===== config.mk =====
export PLATFORM = sky130hd
export DESIGN_NAME = whitespace_token_classifier_core_flat
export DESIGN_NICKNAME = d
export VERILOG_FILES = /design/src/rtl/wtc_pkg.sv /design/src/rtl/wtc_if.sv /design/src/rtl/wtc_front.sv /design/src/rtl/wtc_queue.sv /design/src/rtl/wtc_back.sv /design/src/rtl/whitespace_token_classifier_core.sv /design/src/flat_wrapper.sv
export SDC_FILE = /design/constraint.sdc
export NUM_CORES = 1
export LEC_CHECK = 0
export ABC_AREA = 1
export BUFFER_PORTS_ARGS = -buffer_cell sky130_fd_sc_hd__buf_2
export CAP_MARGIN = 30
export CORE_MARGIN = 5
export CORE_UTILIZATION = 35
export CTS_BUF_LIST = sky130_fd_sc_hd__clkbuf_4 sky130_fd_sc_hd__clkbuf_8
export CTS_CLUSTER_DIAMETER = 30
export CTS_CLUSTER_SIZE = 30
export DETAILED_ROUTE_END_ITERATION = 16
export PLACE_DENSITY = 0.55
export SYNTH_ARGS = -nofsm -noshare
export SYNTH_HDL_FRONTEND = slang
export SYNTH_SLANG_ARGS = --single-unit

===== constraint.sdc =====
create_clock -name clk -period 8.2 [get_ports clk]
set_clock_uncertainty 0.2 [all_clocks]
set_input_delay 0.82 -clock clk [delete_from_list [all_inputs] [get_ports clk]]
set_output_delay 0.82 -clock clk [all_outputs]
set_load 0.02 [all_outputs]

===== src/rtl/wtc_pkg.sv =====
// Shared types and constants for the whitespace token classifier.
package wtc_pkg;

    localparam longint unsigned MAX_TEXT_OFFSET = 65535;
    localparam int OFFSET_W = 16;
    localparam logic [OFFSET_W-1:0] OFFSET_CAP =
        (MAX_TEXT_OFFSET > 64'd65535) ? 16'hFFFF : OFFSET_W'(MAX_TEXT_OFFSET);

    localparam int QUEUE_DEPTH = 2;
    localparam int QUEUE_PTR_W = (QUEUE_DEPTH > 1) ? $clog2(QUEUE_DEPTH) : 1;
    localparam int QUEUE_CNT_W = $clog2(QUEUE_DEPTH + 1);

    localparam logic KIND_NUMBER = 1'b0;
    localparam logic KIND_STRING = 1'b1;

    typedef enum logic [1:0] {
        CLS_SPACE,
        CLS_DIGIT,
        CLS_OTHER,
        CLS_END
    } char_class_t;

    typedef struct packed {
        char_class_t         cls;
        logic [3:0]          digit;
        logic [OFFSET_W-1:0] offset;
    } char_entry_t;

    function automatic logic [OFFSET_W-1:0] sat_inc(input logic [OFFSET_W-1:0] v);
        sat_inc = (v >= OFFSET_CAP) ? OFFSET_CAP : v + 1'b1;
    endfunction

endpackage


===== src/rtl/wtc_if.sv =====
// Valid/ready channel interfaces for text input and token output.
interface wtc_in_if;
    logic       valid;
    logic       ready;
    logic [7:0] text_byte;
    logic       end_of_text;

    modport source(output valid, output text_byte, output end_of_text, input ready);
    modport sink(input valid, input text_byte, input end_of_text, output ready);
endinterface

interface wtc_out_if;
    logic        valid;
    logic        ready;
    logic        token_kind;
    logic [63:0] number_value;
    logic [15:0] token_start;
    logic [15:0] token_length;

    modport source(output valid, output token_kind, output number_value,
                   output token_start, output token_length, input ready);
    modport sink(input valid, input token_kind, input number_value,
                 input token_start, input token_length, output ready);
endinterface


===== src/rtl/wtc_front.sv =====
// Front end: classifies each text beat and tags it with its byte offset.
module wtc_front
(
    input  logic                 clk,
    input  logic                 rst_n,
    wtc_in_if.sink               text_in,
    input  logic                 queue_full,
    output logic                 push,
    output wtc_pkg::char_entry_t push_entry
);

    logic [wtc_pkg::OFFSET_W-1:0] byte_offset_reg;
    logic [wtc_pkg::OFFSET_W-1:0] byte_offset_next;

    assign text_in.ready = !queue_full;
    assign push          = text_in.valid && !queue_full;

    always_comb
    begin
        push_entry.offset = byte_offset_reg;
        push_entry.digit  = text_in.text_byte[3:0];
        if (text_in.end_of_text)
        begin
            push_entry.cls = wtc_pkg::CLS_END;
        end
        else if (text_in.text_byte inside {[8'd9:8'd13], 8'd32})
        begin
            push_entry.cls = wtc_pkg::CLS_SPACE;
        end
        else if (text_in.text_byte inside {[8'd48:8'd57]})
        begin
            push_entry.cls = wtc_pkg::CLS_DIGIT;
        end
        else
        begin
            push_entry.cls = wtc_pkg::CLS_OTHER;
        end
    end

    always_comb
    begin
        byte_offset_next = byte_offset_reg;
        if (push)
        begin
            if (text_in.end_of_text)
            begin
                byte_offset_next = '0;
            end
            else
            begin
                byte_offset_next = wtc_pkg::sat_inc(byte_offset_reg);
            end
        end
    end

    always_ff @(posedge clk or negedge rst_n)
    begin
        if (!rst_n)
        begin
            byte_offset_reg <= '0;
        end
        else
        begin
            byte_offset_reg <= byte_offset_next;
        end
    end

endmodule


===== src/rtl/wtc_queue.sv =====
// Short queue of classified beats between the front and back ends.
module wtc_queue
(
    input  logic                 clk,
    input  logic                 rst_n,
    input  logic                 push,
    input  wtc_pkg::char_entry_t push_entry,
    input  logic                 pop,
    output logic                 full,
    output logic                 head_valid,
    output wtc_pkg::char_entry_t head_entry
);

    wtc_pkg::char_entry_t                slot_reg [wtc_pkg::QUEUE_DEPTH];
    logic [wtc_pkg::QUEUE_PTR_W-1:0]     wr_ptr_reg;
    logic [wtc_pkg::QUEUE_PTR_W-1:0]     wr_ptr_next;
    logic [wtc_pkg::QUEUE_PTR_W-1:0]     rd_ptr_reg;
    logic [wtc_pkg::QUEUE_PTR_W-1:0]     rd_ptr_next;
    logic [wtc_pkg::QUEUE_CNT_W-1:0]     count_reg;
    logic [wtc_pkg::QUEUE_CNT_W-1:0]     count_next;

    assign full       = (count_reg == wtc_pkg::QUEUE_CNT_W'(wtc_pkg::QUEUE_DEPTH));
    assign head_valid = (count_reg != '0);
    assign head_entry = slot_reg[rd_ptr_reg];

    function automatic logic [wtc_pkg::QUEUE_PTR_W-1:0] ptr_inc(
        input logic [wtc_pkg::QUEUE_PTR_W-1:0] p);
        ptr_inc = (p == wtc_pkg::QUEUE_PTR_W'(wtc_pkg::QUEUE_DEPTH - 1)) ? '0 : p + 1'b1;
    endfunction

    always_comb
    begin
        wr_ptr_next = push ? ptr_inc(wr_ptr_reg) : wr_ptr_reg;
        rd_ptr_next = pop ? ptr_inc(rd_ptr_reg) : rd_ptr_reg;
        count_next  = count_reg;
        if (push && !pop)
        begin
            count_next = count_reg + 1'b1;
        end
        else if (pop && !push)
        begin
            count_next = count_reg - 1'b1;
        end
    end

    always_ff @(posedge clk)
    begin
        if (push)
        begin
            slot_reg[wr_ptr_reg] <= push_entry;
        end
    end

    always_ff @(posedge clk or negedge rst_n)
    begin
        if (!rst_n)
        begin
            wr_ptr_reg <= '0;
            rd_ptr_reg <= '0;
            count_reg  <= '0;
        end
        else
        begin
            wr_ptr_reg <= wr_ptr_next;
            rd_ptr_reg <= rd_ptr_next;
            count_reg  <= count_next;
        end
    end

endmodule


===== src/rtl/wtc_back.sv =====
// Back end: tracks the open token, parses digits and registers descriptors.
module wtc_back
(
    input  logic                 clk,
    input  logic                 rst_n,
    input  logic                 head_valid,
    input  wtc_pkg::char_entry_t head_entry,
    output logic                 pop,
    wtc_out_if.source            token_out
);

    logic                         in_token_reg;
    logic                         in_token_next;
    logic                         all_digits_reg;
    logic                         all_digits_next;
    logic                         overflowed_reg;
    logic                         overflowed_next;
    logic [63:0]                  accumulator_reg;
    logic [63:0]                  accumulator_next;
    logic [wtc_pkg::OFFSET_W-1:0] start_offset_reg;
    logic [wtc_pkg::OFFSET_W-1:0] start_offset_next;
    logic [wtc_pkg::OFFSET_W-1:0] token_len_reg;
    logic [wtc_pkg::OFFSET_W-1:0] token_len_next;

    logic                         out_valid_reg;
    logic                         out_valid_next;
    logic                         out_kind_reg;
    logic [63:0]                  out_value_reg;
    logic [wtc_pkg::OFFSET_W-1:0] out_start_reg;
    logic [wtc_pkg::OFFSET_W-1:0] out_len_reg;

    logic        closes;
    logic        emits;
    logic        out_free;
    logic        is_number;
    logic [67:0] scaled_sum;

    assign closes    = (head_entry.cls == wtc_pkg::CLS_SPACE) ||
                       (head_entry.cls == wtc_pkg::CLS_END);
    assign emits     = head_valid && closes && in_token_reg;
    assign out_free  = !out_valid_reg || token_out.ready;
    assign pop       = head_valid && (!emits || out_free);
    assign is_number = all_digits_reg && !overflowed_reg;

    assign scaled_sum = {1'b0, accumulator_reg, 3'b000} + {3'b000, accumulator_reg, 1'b0}
                        + {64'd0, head_entry.digit};

    always_comb
    begin
        in_token_next     = in_token_reg;
        all_digits_next   = all_digits_reg;
        overflowed_next   = overflowed_reg;
        accumulator_next  = accumulator_reg;
        start_offset_next = start_offset_reg;
        token_len_next    = token_len_reg;
        if (pop)
        begin
            if (closes)
            begin
                in_token_next    = 1'b0;
                all_digits_next  = 1'b1;
                overflowed_next  = 1'b0;
                accumulator_next = '0;
                token_len_next   = '0;
            end
            else
            begin
                in_token_next  = 1'b1;
                token_len_next = wtc_pkg::sat_inc(token_len_reg);
                if (!in_token_reg)
                begin
                    start_offset_next = head_entry.offset;
                end
                if (head_entry.cls == wtc_pkg::CLS_DIGIT)
                begin
                    if (is_number)
                    begin
                        if (scaled_sum[67:64] != 4'd0)
                        begin
                            overflowed_next = 1'b1;
                        end
                        else
                        begin
                            accumulator_next = scaled_sum[63:0];
                        end
                    end
                end
                else
                begin
                    all_digits_next = 1'b0;
                end
            end
        end
    end

    always_comb
    begin
        out_valid_next = out_valid_reg && !token_out.ready;
        if (pop && emits)
        begin
            out_valid_next = 1'b1;
        end
    end

    always_ff @(posedge clk or negedge rst_n)
    begin
        if (!rst_n)
        begin
            in_token_reg     <= 1'b0;
            all_digits_reg   <= 1'b1;
            overflowed_reg   <= 1'b0;
            accumulator_reg  <= '0;
            start_offset_reg <= '0;
            token_len_reg    <= '0;
            out_valid_reg    <= 1'b0;
        end
        else
        begin
            in_token_reg     <= in_token_next;
            all_digits_reg   <= all_digits_next;
            overflowed_reg   <= overflowed_next;
            accumulator_reg  <= accumulator_next;
            start_offset_reg <= start_offset_next;
            token_len_reg    <= token_len_next;
            out_valid_reg    <= out_valid_next;
        end
    end

    always_ff @(posedge clk)
    begin
        if (pop && emits)
        begin
            out_kind_reg  <= is_number ? wtc_pkg::KIND_NUMBER : wtc_pkg::KIND_STRING;
            out_value_reg <= is_number ? accumulator_reg : 64'd0;
            out_start_reg <= start_offset_reg;
            out_len_reg   <= token_len_reg;
        end
    end

    assign token_out.valid        = out_valid_reg;
    assign token_out.token_kind   = out_kind_reg;
    assign token_out.number_value = out_value_reg;
    assign token_out.token_start  = out_start_reg;
    assign token_out.token_length = out_len_reg;

endmodule


===== src/rtl/whitespace_token_classifier_core.sv =====
// Top level of the whitespace token classifier.
// The block takes one text byte per cycle while input ready is high, and emits
// one descriptor per whitespace-separated token when the token closes, either
// as a number (all decimal digits, value within 64 bits) or as a string given
// by start offset and length. Sustained rate is one byte per cycle while the
// output side takes descriptors; a descriptor for a closing beat is registered
// in the two-entry classification queue and then in the output register. Input
// ready drops only when that queue is full, which happens only while the
// output side holds off a pending descriptor.
module whitespace_token_classifier_core
(
    input  logic       clk,
    input  logic       rst_n,
    wtc_in_if.sink     text_in,
    wtc_out_if.source  token_out
);

    logic                 push;
    logic                 pop;
    logic                 queue_full;
    logic                 head_valid;
    wtc_pkg::char_entry_t push_entry;
    wtc_pkg::char_entry_t head_entry;

    wtc_front u_front
    (
        .clk        (clk),
        .rst_n      (rst_n),
        .text_in    (text_in),
        .queue_full (queue_full),
        .push       (push),
        .push_entry (push_entry)
    );

    wtc_queue u_queue
    (
        .clk        (clk),
        .rst_n      (rst_n),
        .push       (push),
        .push_entry (push_entry),
        .pop        (pop),
        .full       (queue_full),
        .head_valid (head_valid),
        .head_entry (head_entry)
    );

    wtc_back u_back
    (
        .clk        (clk),
        .rst_n      (rst_n),
        .head_valid (head_valid),
        .head_entry (head_entry),
        .pop        (pop),
        .token_out  (token_out)
    );

endmodule


===== src/flat_wrapper.sv =====
// flat-port wrapper written by rule: the top's interface ports become plain ports
module whitespace_token_classifier_core_flat 
  (clk, rst_n, text_in_valid, text_in_text_byte, text_in_end_of_text, text_in_ready, token_out_valid, token_out_token_kind, token_out_number_value, token_out_token_start, token_out_token_length, token_out_ready);
  wtc_in_if text_in_i ();
  wtc_out_if token_out_i ();
  input  logic clk;
  input  logic rst_n;
  input wire logic [$bits(text_in_i.valid)-1:0] text_in_valid;
  input wire logic [$bits(text_in_i.text_byte)-1:0] text_in_text_byte;
  input wire logic [$bits(text_in_i.end_of_text)-1:0] text_in_end_of_text;
  output wire logic [$bits(text_in_i.ready)-1:0] text_in_ready;
  output wire logic [$bits(token_out_i.valid)-1:0] token_out_valid;
  output wire logic [$bits(token_out_i.token_kind)-1:0] token_out_token_kind;
  output wire logic [$bits(token_out_i.number_value)-1:0] token_out_number_value;
  output wire logic [$bits(token_out_i.token_start)-1:0] token_out_token_start;
  output wire logic [$bits(token_out_i.token_length)-1:0] token_out_token_length;
  input wire logic [$bits(token_out_i.ready)-1:0] token_out_ready;
  assign text_in_i.valid = text_in_valid;
  assign text_in_i.text_byte = text_in_text_byte;
  assign text_in_i.end_of_text = text_in_end_of_text;
  assign text_in_ready = text_in_i.ready;
  assign token_out_valid = token_out_i.valid;
  assign token_out_token_kind = token_out_i.token_kind;
  assign token_out_number_value = token_out_i.number_value;
  assign token_out_token_start = token_out_i.token_start;
  assign token_out_token_length = token_out_i.token_length;
  assign token_out_i.ready = token_out_ready;
  whitespace_token_classifier_core u_core (.clk(clk), .rst_n(rst_n), .text_in(text_in_i), .token_out(token_out_i));
endmodule

==> insert_results.sql <==
INSERT INTO impl_metrics (metric_group, metric, value, unit) VALUES
('power', 'power.leakage', '0.00956', 'uW'),
('final_layout', 'num-fill-cells', '4995', ''),
('die', 'fp.dieH', '232', 'um'),
('grt', 'grtUsageMet1', '23.9', '%'),
('synth', 'syn-cell-area', '17300', 'um2'),
('run', 'timing.max_cap.violations', '0', ''),
('timing', 'final_max_slew_viol_count', '0', ''),
('timing', 'fin_tns_setup', '0', 'ns'),
('drt', 'wire_per_inst', '15.3', 'um'),
('die', 'initial_cell_density_of_the_core', '35.4', '%'),
('setup_path', 'max_stage_delay', '1.04', 'ns'),
('clock_network', 'clk_latency', '0.67', 'ns'),
('timing', 'fmaxAchievable', '0.164', 'GHz'),
('clock_network', 'post_cts_resize_count', '0', ''),
('final_layout', 'finalNetCount', '2466', ''),
('grt', 'grt_util_met2', '28.4', '%'),
('final_layout', 'final_layout_size_suffix_gt1_share', '15.8', '%'),
('timing', 'min_period', '6.11', 'ns'),
('synth', 'synthArstFlopShare', '46.0', '%'),
('setup_path', 'crit_slowest_cell', 'clkinv_1', ''),
('final_layout', 'final_common_cell', 'nand2_1', ''),
('clock_network', 'cts.root.buffer_cell', 'clkbuf_8', ''),
('setup_path', 'cells_along_the_critical_path', 'inv_1 > or2_2 > o21ai_0 > inv_1 > ha_1 > nand3_1 > o21ai_2 > nor2_1 > clkinv_1 > o21ai_0 > o41ai_1', ''),
('placed_design', 'buffer_ports.inserted', '111', ''),
('placed_design', 'detailedPlacementHpwl', '35000', 'um'),
('min_path', 'worstHoldPathType', 'input pin to async pin', ''),
('grt', 'globalRouteTotalUtil', '17.3', '%'),
('final_layout', 'seqCellArea', '7240', 'um2'),
('setup_path', 'cp_data_required_time', '8.51', 'ns'),
('final_layout', 'multi_input_area', '8590', 'um2'),
('clock_network', 'numCtsBuffers', '57', ''),
('setup_path', 'cp-end-kind', 'flop', ''),
('setup_path', 'worstPathMaxFanout', '36', ''),
('grt', 'grt_start_max_net_pins', '67', ''),
('final_layout', 'instances_no_fill', '3032', ''),
('timing', 'worst_hold_slack', '0.0488', 'ns'),
('timing', 'worst_slew_pin_slew', '1.00', 'ns'),
('clock_network', 'tritoncts_num_sinks', '261', ''),
('drt', 'routed_wl', '46300', 'um'),
('die', 'die-width', '232', 'um'),
('placed_design', 'post_dp_cell_area', '18500', 'um2'),
('synth', 'post_synth_inst_count', '2193', ''),
('synth', 'ys_seq_area_share', '41.8', '%'),
('grt', 'use_met3', '2.81', '%'),
('clock_network', 'cts_tree', 'built', ''),
('final_layout', 'postLayoutCellArea', '19900', 'um2'),
('placed_design', 'placedCellCount', '2924', ''),
('timing', 'timing_hold_violations_final', '0', ''),
('status', 'status', 'finished clean', ''),
('setup_path', 'startpoint_type', 'flop', ''),
('synth', 'synth-edff-count', '141', ''),
('drt', 'drt-vias-per-instance', '4.76', ''),
('power', 'irDropWorstVdd', '0.273', 'mV'),
('grt', 'overflow', '0', ''),
('drt', 'drt_drc_violations_left', '0', ''),
('timing', 'rsz_0062_raised_after_global_routing', 'false', ''),
('timing', 'layout_worst_path_cycle_share', '74.5', '%'),
('synth', 'synthesis.area_per_instance', '7.89', 'um2'),
('drt', 'antenna_violating_nets_post_route', '0', ''),
('setup_path', 'r2r-end', 'u_core.u_back.start_offset_reg[5]', ''),
('drt', 'first_pass_iters', '5', ''),
('setup_path', 'worstSetupPathType', 'flop to flop', ''),
('setup_path', 'setup.reg_to_reg.worst_slack', '2.09', 'ns'),
('clock_network', 'cts.hold.buffers_added', '0', ''),
('synth', 'ys_types', '53', ''),
('die', 'floorplan.core_area', '49000', 'um2'),
('clock_network', 'clk_pin_slew', '0.06', 'ns'),
('grt', 'grt_pass1_wl', '75700', 'um'),
('final_layout', 'antenna_cells_inserted', '0', ''),
('clock_network', 'cts_max_path_buffers', '3', ''),
('synth', 'syn_nets', '2340', '');
-- cell usage after synthesis, types with 2 or more instances --
library cell,number,area share [%]
nand2_1,561,12
inv_1,296,6.4
nor2_1,291,6.3
edfxtp_1,141,24
ha_1,132,9.5
dfrtp_1,119,17
nand3_1,119,3.4
a21oi_1,101,2.9
o21ai_0,96,2.8
nand3_2,64,3.7
clkbuf_1,33,0.72
nor3_1,26,0.75
nand2_2,21,0.76
o21bai_1,20,0.87
xor2_1,20,1.0
inv_2,17,0.37
o41ai_1,16,0.81
nor2_2,15,0.54
buf_2,11,0.32
xnor2_1,11,0.56
nor4_1,9,0.33
o22ai_1,8,0.29
a21oi_2,6,0.30
buf_12,6,0.69
a21o_1,5,0.22
nand4_1,5,0.18
nor2_4,5,0.33
buf_1,4,0.087
or2_2,4,0.14
and2_1,3,0.11
nand3b_1,3,0.13
and3_1,2,0.072
fa_1,2,0.23
nor3_2,2,0.12
-- critical path: cells and delay by family (launching register included) --
family,cells,cell delay (ns)
buf+inv,3,1.72
simple gates,3,1.57
fa+ha+maj,1,0.65
compound gates,4,0.94
flops,1,0.86
-- worst max path at each step --
stage,slack (ns),start,end
finish,2.09,u_core.u_queue.rd_ptr_reg,u_core.u_back.start_offset_reg[5]
global placement,2.16,u_core.u_queue.rd_ptr_reg,u_core.u_back.start_offset_reg[0]
detailed placement,1.94,u_core.u_queue.rd_ptr_reg,u_core.u_back.start_offset_reg[1]
CTS,1.86,u_core.u_queue.rd_ptr_reg,u_core.u_back.start_offset_reg[5]
floorplan,2.09,u_core.u_queue.rd_ptr_reg,u_core.u_back.token_out.number_value[0]
global route,1.50,u_core.u_queue.rd_ptr_reg,u_core.u_back.start_offset_reg[5]
-- layout make-up --
type,count,area share (%)
inverter,314,5.92
clock inverter,33,2.16
timing repair buffer,123,3.38
sequential,261,36.4
multi-input combinational,1562,43.1
clock buffer,75,4.87
tap,664,4.17
-- where the power goes --
group	internal [uW]	switching, uW
sequential	1790	198
clock	1050	637
combinational	485	1380
total	3320	2210
-- per-layer routing --
metal / vias to the layer above / share of wire [%]
met2: 282 / 46
li1: 7407 / -
met5: - / 0
met3: 69 / 4.3
met1: 6660 / 48
met4: 0 / 2.2
-- cell families after synthesis --
group / share of synthesized area, %
AOI/OAI and AO/OA: 8.51
xor gates and xnor gates: 1.57
adders and majority gates: 9.78
buffers and inverters: 8.70
DFF: 41.8
muxes: 0.0578
and+or+nand+nor: 29.6
-- stage by stage --
step           power [uW]  utilization [%]
2_1_floorplan        3360                -
3_3_place_gp         3860             37.7
3_5_place_dp         3910             37.8
4_1_cts              5640             40.7
5_1_grt              5930             40.7
6_report             5540             40.7
No activity file was read; power rests on OpenSTA's default activity.
